===== config.mk =====
export PLATFORM = sky130hd
export DESIGN_NAME = pges_update
export DESIGN_NICKNAME = d
export VERILOG_FILES = /design/src/design/pges_pkg.sv /design/src/design/pges_update.sv
export SDC_FILE = /design/constraint.sdc
export NUM_CORES = 2
export LEC_CHECK = 0
export BUFFER_PORTS_ARGS = -buffer_cell sky130_fd_sc_hd__buf_2
export CELL_PAD_IN_SITES_DETAIL_PLACEMENT = 2
export CELL_PAD_IN_SITES_GLOBAL_PLACEMENT = 2
export CORE_MARGIN = 2
export CORE_UTILIZATION = 24
export CTS_BUF_LIST = sky130_fd_sc_hd__clkbuf_4
export DETAILED_ROUTE_END_ITERATION = 10
export PLACE_DENSITY = 0.62
export SYNTH_ARGS = -nofsm -noshare
export SYNTH_HDL_FRONTEND = slang
export SYNTH_SLANG_ARGS = --single-unit

===== constraint.sdc =====
create_clock -name i_clk -period 19.8 [get_ports i_clk]
set_input_delay 0.99 -clock i_clk [delete_from_list [all_inputs] [get_ports i_clk]]
set_output_delay 0.99 -clock i_clk [all_outputs]
set_load 0.01 [all_outputs]

===== src/design/pges_pkg.sv =====
`timescale 1ns / 1ps

package pges_pkg;

    // fixed word widths
    localparam int WORD_W        = 32;
    localparam int RAD_W         = 8;
    localparam int MASS_W        = 16;
    localparam int GRAV_W        = 16;
    localparam int TS_W          = 16;
    localparam int TS_FRAC       = 16;
    localparam int MARGIN_W      = 8;
    localparam int MAG_W         = WORD_W + 1;
    localparam int D2_W          = 2 * MAG_W;
    localparam int DIST_W        = MAG_W;
    localparam int FORCE_W       = WORD_W - 1;
    localparam int PROD_W        = FORCE_W + MAG_W;
    localparam int FRAC_BITS_DEF = 16;

    // configuration port
    localparam int CFG_IDX_W  = 2;
    localparam int CFG_DATA_W = 16;

    typedef enum logic [CFG_IDX_W-1:0] {
        CFG_GRAVITY   = 2'd0,
        CFG_TIME_STEP = 2'd1,
        CFG_MARGIN    = 2'd2
    } t_cfg_idx;

    localparam logic [GRAV_W-1:0]   GRAVITY_RST   = 16'd400;
    localparam logic [TS_W-1:0]     TIME_STEP_RST = 16'd410;
    localparam logic [MARGIN_W-1:0] MARGIN_RST    = 8'd10;

    typedef struct packed {
        logic signed [WORD_W-1:0] pos_x;
        logic signed [WORD_W-1:0] pos_y;
        logic signed [WORD_W-1:0] vel_x;
        logic signed [WORD_W-1:0] vel_y;
        logic [RAD_W-1:0]         body_radius;
        logic signed [WORD_W-1:0] other_center_x;
        logic signed [WORD_W-1:0] other_center_y;
        logic [MASS_W-1:0]        other_mass;
    } t_in_beat;

    typedef struct packed {
        logic signed [WORD_W-1:0] new_pos_x;
        logic signed [WORD_W-1:0] new_pos_y;
        logic signed [WORD_W-1:0] new_vel_x;
        logic signed [WORD_W-1:0] new_vel_y;
        logic signed [WORD_W-1:0] center_x;
        logic signed [WORD_W-1:0] center_y;
        logic                     contact;
    } t_out_beat;

    // state that rides along the pipeline with each beat
    typedef struct packed {
        logic signed [WORD_W-1:0] pos_x;
        logic signed [WORD_W-1:0] pos_y;
        logic signed [WORD_W-1:0] vel_x;
        logic signed [WORD_W-1:0] vel_y;
        logic signed [WORD_W-1:0] center_x;
        logic signed [WORD_W-1:0] center_y;
        logic                     neg_x;
        logic                     neg_y;
        logic [MAG_W-1:0]         mag_x;
        logic [MAG_W-1:0]         mag_y;
        logic                     contact;
        logic [WORD_W-1:0]        gm;
        logic [DIST_W-1:0]        sep;
        logic [FORCE_W-1:0]       force_mag;
    } t_side;

    // clamp a two-bit-extended sum to the signed word range
    function automatic logic [WORD_W-1:0] sat_word(input logic [WORD_W+1:0] v);
        logic [WORD_W-1:0] res;
        if (v[WORD_W+1:WORD_W-1] == 3'b000 || v[WORD_W+1:WORD_W-1] == 3'b111) begin
            res = v[WORD_W-1:0];
        end else if (v[WORD_W+1]) begin
            res = {1'b1, {(WORD_W-1){1'b0}}};
        end else begin
            res = {1'b0, {(WORD_W-1){1'b1}}};
        end
        return res;
    endfunction

endpackage


===== src/design/pges_update.sv =====
`timescale 1ns / 1ps

module pges_update (
    input  logic                          i_clk,
    input  logic                          i_rst_n,
    input  logic                          i_en,
    input  logic                          i_valid,
    input  logic [pges_pkg::FORCE_W-1:0]  i_acc_x,
    input  logic [pges_pkg::FORCE_W-1:0]  i_acc_y,
    input  pges_pkg::t_side               i_side,
    input  logic [pges_pkg::TS_W-1:0]     i_time_step,
    output logic                          o_valid,
    output pges_pkg::t_out_beat           o_beat
);
    import pges_pkg::*;

    localparam int DVP_W = FORCE_W + TS_W;

    logic               r1_valid;
    t_side              r1_side;
    logic [FORCE_W-1:0] r1_dv_x;
    logic [FORCE_W-1:0] r1_dv_y;
    logic               r2_valid;
    t_side              r2_side;
    logic [WORD_W-1:0]  r2_nv_x;
    logic [WORD_W-1:0]  r2_nv_y;
    logic               r3_valid;
    t_out_beat          r3_beat;

    logic [DVP_W-1:0]  n_prod_x;
    logic [DVP_W-1:0]  n_prod_y;
    logic [WORD_W-1:0] n_dv_x;
    logic [WORD_W-1:0] n_dv_y;
    logic [WORD_W-1:0] n_nv_x;
    logic [WORD_W-1:0] n_nv_y;
    t_out_beat         n3_beat;

    // velocity change magnitude: acceleration times the step
    always_comb begin
        n_prod_x = i_acc_x * i_time_step;
        n_prod_y = i_acc_y * i_time_step;
    end

    // signed velocity update, zeroed on contact
    always_comb begin
        n_dv_x = r1_side.neg_x ? (~{1'b0, r1_dv_x} + WORD_W'(1)) : {1'b0, r1_dv_x};
        n_dv_y = r1_side.neg_y ? (~{1'b0, r1_dv_y} + WORD_W'(1)) : {1'b0, r1_dv_y};
        n_nv_x = sat_word({{2{r1_side.vel_x[WORD_W-1]}}, r1_side.vel_x}
                          + {{2{n_dv_x[WORD_W-1]}}, n_dv_x});
        n_nv_y = sat_word({{2{r1_side.vel_y[WORD_W-1]}}, r1_side.vel_y}
                          + {{2{n_dv_y[WORD_W-1]}}, n_dv_y});
        if (r1_side.contact) begin
            n_nv_x = '0;
            n_nv_y = '0;
        end
    end

    // position update; a zero velocity keeps the position on contact
    always_comb begin
        n3_beat.new_pos_x = sat_word({{2{r2_side.pos_x[WORD_W-1]}}, r2_side.pos_x}
                                     + {{2{r2_nv_x[WORD_W-1]}}, r2_nv_x});
        n3_beat.new_pos_y = sat_word({{2{r2_side.pos_y[WORD_W-1]}}, r2_side.pos_y}
                                     + {{2{r2_nv_y[WORD_W-1]}}, r2_nv_y});
        n3_beat.new_vel_x = r2_nv_x;
        n3_beat.new_vel_y = r2_nv_y;
        n3_beat.center_x  = r2_side.center_x;
        n3_beat.center_y  = r2_side.center_y;
        n3_beat.contact   = r2_side.contact;
    end

    always_ff @(posedge i_clk) begin
        if (!i_rst_n) begin
            r1_valid <= 1'b0;
            r2_valid <= 1'b0;
            r3_valid <= 1'b0;
        end else if (i_en) begin
            r1_valid <= i_valid;
            r2_valid <= r1_valid;
            r3_valid <= r2_valid;
        end
    end

    always_ff @(posedge i_clk) begin
        if (i_en) begin
            r1_side <= i_side;
            r1_dv_x <= n_prod_x[DVP_W-1:TS_FRAC];
            r1_dv_y <= n_prod_y[DVP_W-1:TS_FRAC];
            r2_side <= r1_side;
            r2_nv_x <= n_nv_x;
            r2_nv_y <= n_nv_y;
            r3_beat <= n3_beat;
        end
    end

    assign o_valid = r3_valid;
    assign o_beat  = r3_beat;

endmodule


-- Word-level counts from Yosys, hierarchy flattened
Cells that the tools add are included.
- bits in registers: 646
- bits in latches: 0
- bits in writable memories: 0
- memory bits (read-only): 0
- logic and storage cells: 60
- memories: 0
- add/subtract/negate cells: 6
- multipliers: 2
- div/mod/pow operators: 0
- $lt $le $gt $ge: 0
- eq/ne operators: 4
- shift-type cells: 0
- multiplexer cells: 10
- bitwise gates (word level): 2
- reduce and logical (&&, ||, !) cells: 8
- operators by type and width (kind ; number):
    32-bit 2-to-1 mux ; 10
    32-bit by 32-bit adder with 33-bit output ; 4
    31-bit by 16-bit multiplier with 47-bit output ; 2
    32-bit by 1-bit adder with 32-bit output, second input constant ; 2
    31-bit inverter with 32-bit output ; 2
    3-bit == test, second input constant ; 4
    3-bit logical NOT ; 4
    1-bit logical OR ; 4

-- Depth between registers and ports, before layout
- depth in word-level cells: 7
- mapped depth: 26
- depth with buffers taken out: 23

-- Least setup slack after synthesis
OpenSTA, ideal clock, no wires.
- kind: input to register
- start: input i_time_step[7] (netlist name)
- end: register r1_dv_y[29] (data pin)
- setup time: 258 ps
- arrival time: 6922 ps
- data required time: 19542 ps
- path slack: 12620 ps
- stages: 25
- path buffers: 2
- cell sequence: clkbuf_1 > clkbuf_1 > nand2_1 > fa_1 > inv_1 > fa_1 > inv_1 > fa_1 > inv_1 > fa_1 > fa_1 > inv_1 > fa_1 > inv_1 > ha_1 > a21o_1 > a21oi_1 > or2_2 > a31oi_1 > o31ai_1 > o31ai_2 > o31ai_2 > o2111ai_1 > a21oi_1 > xnor2_1
- word-level cells in the longest chain between the ends: 1
- ends and longest elaborated chain (what ; RTL line ; text):
    start, declared ; pges_update.sv:11 ; input logic [pges_pkg::TS_W-1:0] i_time_step,
    31-bit by 16-bit multiplier with 47-bit output ; pges_update.sv:41 ; n_prod_y = i_acc_y * i_time_step;
    net n_prod_y[45] ; pges_update.sv:31 ; logic [DVP_W-1:0] n_prod_y;
    end signal, assigned ; pges_update.sv:87 ; r1_dv_y <= n_prod_y[DVP_W-1:TS_FRAC];
    end, declared ; pges_update.sv:22 ; logic [FORCE_W-1:0] r1_dv_y;
The timed path passes the listed nets, and every way through them passes these cells.
A chain may end at the register's enable or synchronous reset.

-- Worst setup path after layout
- start: input i_time_step[2] (netlist name)
- end: register r1_dv_x[29] (data pin)
- word-level cells in the longest chain between the ends: 1
- ends and longest elaborated chain (what ; RTL line ; text):
    31-bit by 16-bit multiplier with 47-bit output ; pges_update.sv:40 ; n_prod_x = i_acc_x * i_time_step;
    net n_prod_x[45] ; pges_update.sv:30 ; logic [DVP_W-1:0] n_prod_x;
    end signal, assigned ; pges_update.sv:86 ; r1_dv_x <= n_prod_x[DVP_W-1:TS_FRAC];
    end, declared ; pges_update.sv:21 ; logic [FORCE_W-1:0] r1_dv_x;
The timed path passes the listed nets, and every way through them passes these cells.

==> metrics.log <==
INFO  metric max-clock-path-buffers = 3
INFO  metric dp_hpwl = 143 mm
INFO  metric cts-buffers-inserted = roughly 160
INFO  metric die-area = 247000 um2
INFO  metric number_of_register_bits_inferred_by_synthesis = about 650
INFO  metric outcome = finished clean
INFO  metric yosysUniqueCellTypes = 90
INFO  metric timing_max_transition_violations_final = 0
INFO  metric first_iter_violations = ~1800
INFO  metric critical_path.cell_chain = buf_2 -> buf_4 -> nand2_1 -> fa_1 -> fa_1 -> fa_1 -> inv_1 -> fa_1 -> fa_1 -> inv_1 -> fa_1 -> inv_1 -> ha_1 -> nand2_1 -> o21bai_1 -> a21oi_1 -> o22ai_1 -> nor4_1 -> nor2_1 -> a311oi_1 -> nor2_1 -> o41ai_1 -> xnor2_1
INFO  metric cts_max_level = 4
INFO  metric largest_net_degree_at_the_start_of_global_routing = 165
INFO  metric timing.final.setup_violations = 0
INFO  metric floorplan.rows = 180
INFO  metric slew_headroom = between 10% and 20%
INFO  metric timing.critical_path.fanout_max = 32
INFO  metric wirelength = 192 mm
INFO  metric io-pin-count = ~630
INFO  metric ys.warnings.count = 0
INFO  metric post-route-period-util = a little over two fifths
INFO  metric detailedRoute.firstPassIterationCount = 4
INFO  metric finish.instance_area = approximately 68000 um2
INFO  metric max_cap_violations = 0
INFO  metric tightest_slew = 1210 ps
INFO  metric fin_crit = 8430 ps
INFO  metric dpl_cell_area = approximately 64000 um2
INFO  metric crit_path_frequent_cell = sky130_fd_sc_hd__fa_1
INFO  metric critical_path_required = 20590 ps
INFO  metric top_layer = met5
INFO  metric wire_per_inst = 20.7 um
INFO  metric critPathSlowestCell = sky130_fd_sc_hd__nor4_1
INFO  metric wl_met3 = 7.15 mm
INFO  metric cts_tree = built
INFO  metric worstHoldPathType = input pin to flip-flop
INFO  metric clk_lat_worst_skew = 1100 ps
INFO  metric synthesis.instances = 5313
INFO  metric layout_commonest_cell = sky130_fd_sc_hd__inv_1
INFO  metric detail_route.drc_violations = 0
INFO  metric finalSetupTns = 0 ps
INFO  metric synth_top_cells_by_area = sky130_fd_sc_hd__edfxtp_1, sky130_fd_sc_hd__fa_1, sky130_fd_sc_hd__ha_1, sky130_fd_sc_hd__inv_1, sky130_fd_sc_hd__and2_1
INFO  metric core_area = between 200000 and 250000 um2
INFO  metric finish.net_count = 7532
INFO  metric routabilityCongestion = 0.816
INFO  metric routed-wl-met2 = 91.6 mm
INFO  metric synthToLayoutAreaGrowth = 16.5%
INFO  metric register_area_share_after_synthesis = 33.2%
INFO  metric clock_sinks = 646
INFO  metric number_of_buffers_inserted_for_hold_repair_after_clock_tree_synthesis = approximately 190
INFO  metric fill_cells = ~27000
INFO  metric synth.largest_area_cell = sky130_fd_sc_hd__edfxtp_1
INFO  metric vias_per_cell = about 4.5
INFO  metric die_w = 497 um
INFO  metric report.final.hold_viol_count = 0
INFO  metric instances_no_fill = between 9000 and 10000
INFO  metric syn-cell-area = 58300 um2
INFO  metric async_flop_share = 0%
INFO  metric synthDominantCellAreaShare = 33.1%
INFO  metric clock_skews = 71.9 ps
INFO  metric port_buffers = 470
INFO  metric initial_core_util = 24.2%
INFO  metric dominantRegCellSynth = sky130_fd_sc_hd__edfxtp_1
INFO  metric clock-root-buffer = sky130_fd_sc_hd__clkbuf_4
INFO  metric arrival = roughly 9200 ps
INFO  metric setup.worst_path.start_class = input pin
INFO  metric grt_overflow_total = 0
INFO  metric crit_type = input pin to flip-flop
INFO  metric postSynthNetCount = 6924
INFO  metric routedLengthMet1 = 88.1 mm
INFO  metric post-cts-setup-buffer-count = 0
INFO  metric grt_antenna_before_repair = 54
INFO  metric antenna_left = 0
INFO  metric grt_util_all_layers = 15.5%
INFO  metric grt_setup_unrepaired = false
INFO  metric max_clock_freq = 119 MHz
INFO  metric fp.dieH = 497 um
INFO  metric cts_repair_resize_count = 0
INFO  metric place.detailed.instances = 8759
INFO  metric global_route_wire_length_before_repair = roughly 300 mm
INFO  metric via_count = 41233
INFO  metric worst_setup_hold_path_clk_slew = roughly 80 ps
INFO  metric final_layout_size_suffix_gt1_share = 13.6%
INFO  metric utilization = 28.2%
INFO  metric critical_path.endpoint_type = flip-flop
INFO  metric stage_delay_of_the_slowest_cell_on_the_critical_path = 890 ps
INFO  metric synth-edff-count = 643
INFO  metric avgSynthCellArea = around 11 um2
INFO  metric grt_pass1_vias = 47922
INFO  metric layout.cells.most_common_list = sky130_fd_sc_hd__inv_1, sky130_fd_sc_hd__fa_1, sky130_fd_sc_hd__nand2_1, sky130_fd_sc_hd__edfxtp_1, sky130_fd_sc_hd__buf_2
==> routing by layer <==
layer	vias up	GRT usage, %
met5	-	0
met1	21590	20.4
li1	18430	-
met3	290	2.43
met4	40	4.34
met2	883	26.2
==> cell families after synthesis <==
family          Yosys count  share of synthesized area [%]
compound gates          679                           7.90
fa+ha+maj              1183                           35.8
xor+xnor                236                           3.58
simple gates           1442                           12.1
buf+inv                1121                           7.33
mux                       6                          0.107
flops                   646                           33.2
==> Yosys cell counts (5+ instances only) <==
cell,instances
sky130_fd_sc_hd__o211ai_1,10
sky130_fd_sc_hd__nand3b_1,6
sky130_fd_sc_hd__nor2b_1,36
sky130_fd_sc_hd__o21ai_0,144
sky130_fd_sc_hd__xnor2_1,162
sky130_fd_sc_hd__nor2_1,83
sky130_fd_sc_hd__and2_1,423
sky130_fd_sc_hd__or3_1,22
sky130_fd_sc_hd__xor2_1,73
sky130_fd_sc_hd__a21o_1,108
sky130_fd_sc_hd__a31oi_1,21
sky130_fd_sc_hd__a311oi_1,5
sky130_fd_sc_hd__inv_1,889
sky130_fd_sc_hd__nor4_1,5
sky130_fd_sc_hd__o31ai_2,31
sky130_fd_sc_hd__nand3_1,42
sky130_fd_sc_hd__o21ai_1,9
sky130_fd_sc_hd__o21bai_1,30
sky130_fd_sc_hd__maj3_1,10
sky130_fd_sc_hd__a211oi_1,14
sky130_fd_sc_hd__a21boi_0,5
sky130_fd_sc_hd__nand2_1,701
sky130_fd_sc_hd__o31ai_1,22
sky130_fd_sc_hd__buf_6,6
sky130_fd_sc_hd__o2111ai_1,7
sky130_fd_sc_hd__nor3_1,17
sky130_fd_sc_hd__clkbuf_1,207
sky130_fd_sc_hd__ha_1,362
sky130_fd_sc_hd__o21a_1,14
sky130_fd_sc_hd__nand2b_1,28
sky130_fd_sc_hd__and4_1,6
sky130_fd_sc_hd__buf_2,15
sky130_fd_sc_hd__nand4_1,27
sky130_fd_sc_hd__and3_1,13
sky130_fd_sc_hd__a21oi_1,191
sky130_fd_sc_hd__edfxtp_1,643
sky130_fd_sc_hd__fa_1,810
sky130_fd_sc_hd__or2_2,13
sky130_fd_sc_hd__o41ai_1,6
==> critical path, delay by kind of cell <==
| family | cells | cell delay [ps] |
|---|---|---|
| adder cells (fa/ha/maj) | 7 | 3360 |
| XOR/XNOR | 1 | 110 |
| buffers and inverters | 5 | 1460 |
| AND/OR/NAND/NOR | 5 | 1670 |
| AO/OA/AOI/OAI | 5 | 1610 |
==> metrics by stage <==
stage	setup WS, ps	hold slack (ps)
5_1_grt	11120	24.6
3_5_place_dp	10320	405
4_1_cts	11530	0.179
6_report	11370	154
3_3_place_gp	10460	400
2_1_floorplan	12620	400
==> registers in the layout, summed over array words and instances (netlist names) <==
signal    flops
r1_valid      1
r2_valid      1
r2_nv_x      32
r1_dv_y      31
r1_dv_x      31
r2_side      64
r1_side     195
r2_nv_y      32
n3_beat      65
o_beat      193
o_valid       1
==> layout make-up <==
type	instances	area, um2	area share (%)
Multi-Input combinational cell	3546	34700	51.1
Sequential cell	646	19400	28.5
Timing Repair Buffer	678	4420	6.52
Tap cell	3185	3990	5.87
Inverter	890	3340	4.92
Clock buffer	224	1680	2.48
Clock inverter	57	387	0.569
Antenna cell	18	45.0	0.0663
==> worst paths after layout <==
path | startpoint | endpoint | slack (ps) | cells past startpoint
setup / recovery | i_time_step[2] | r1_dv_x[29] | 11370 | 23
hold reg to reg | n3_beat[31] | o_beat[31] | 380 | 0
setup reg to reg | r1_dv_x[3] | r2_nv_x[30] | 13600 | 18
hold / removal | i_side[308] | r1_side[308] | 150 | 1
Power is left out: the tool's default activity adds up to more than one toggle a clock period on the data nets, which glitch-free logic cannot reach.
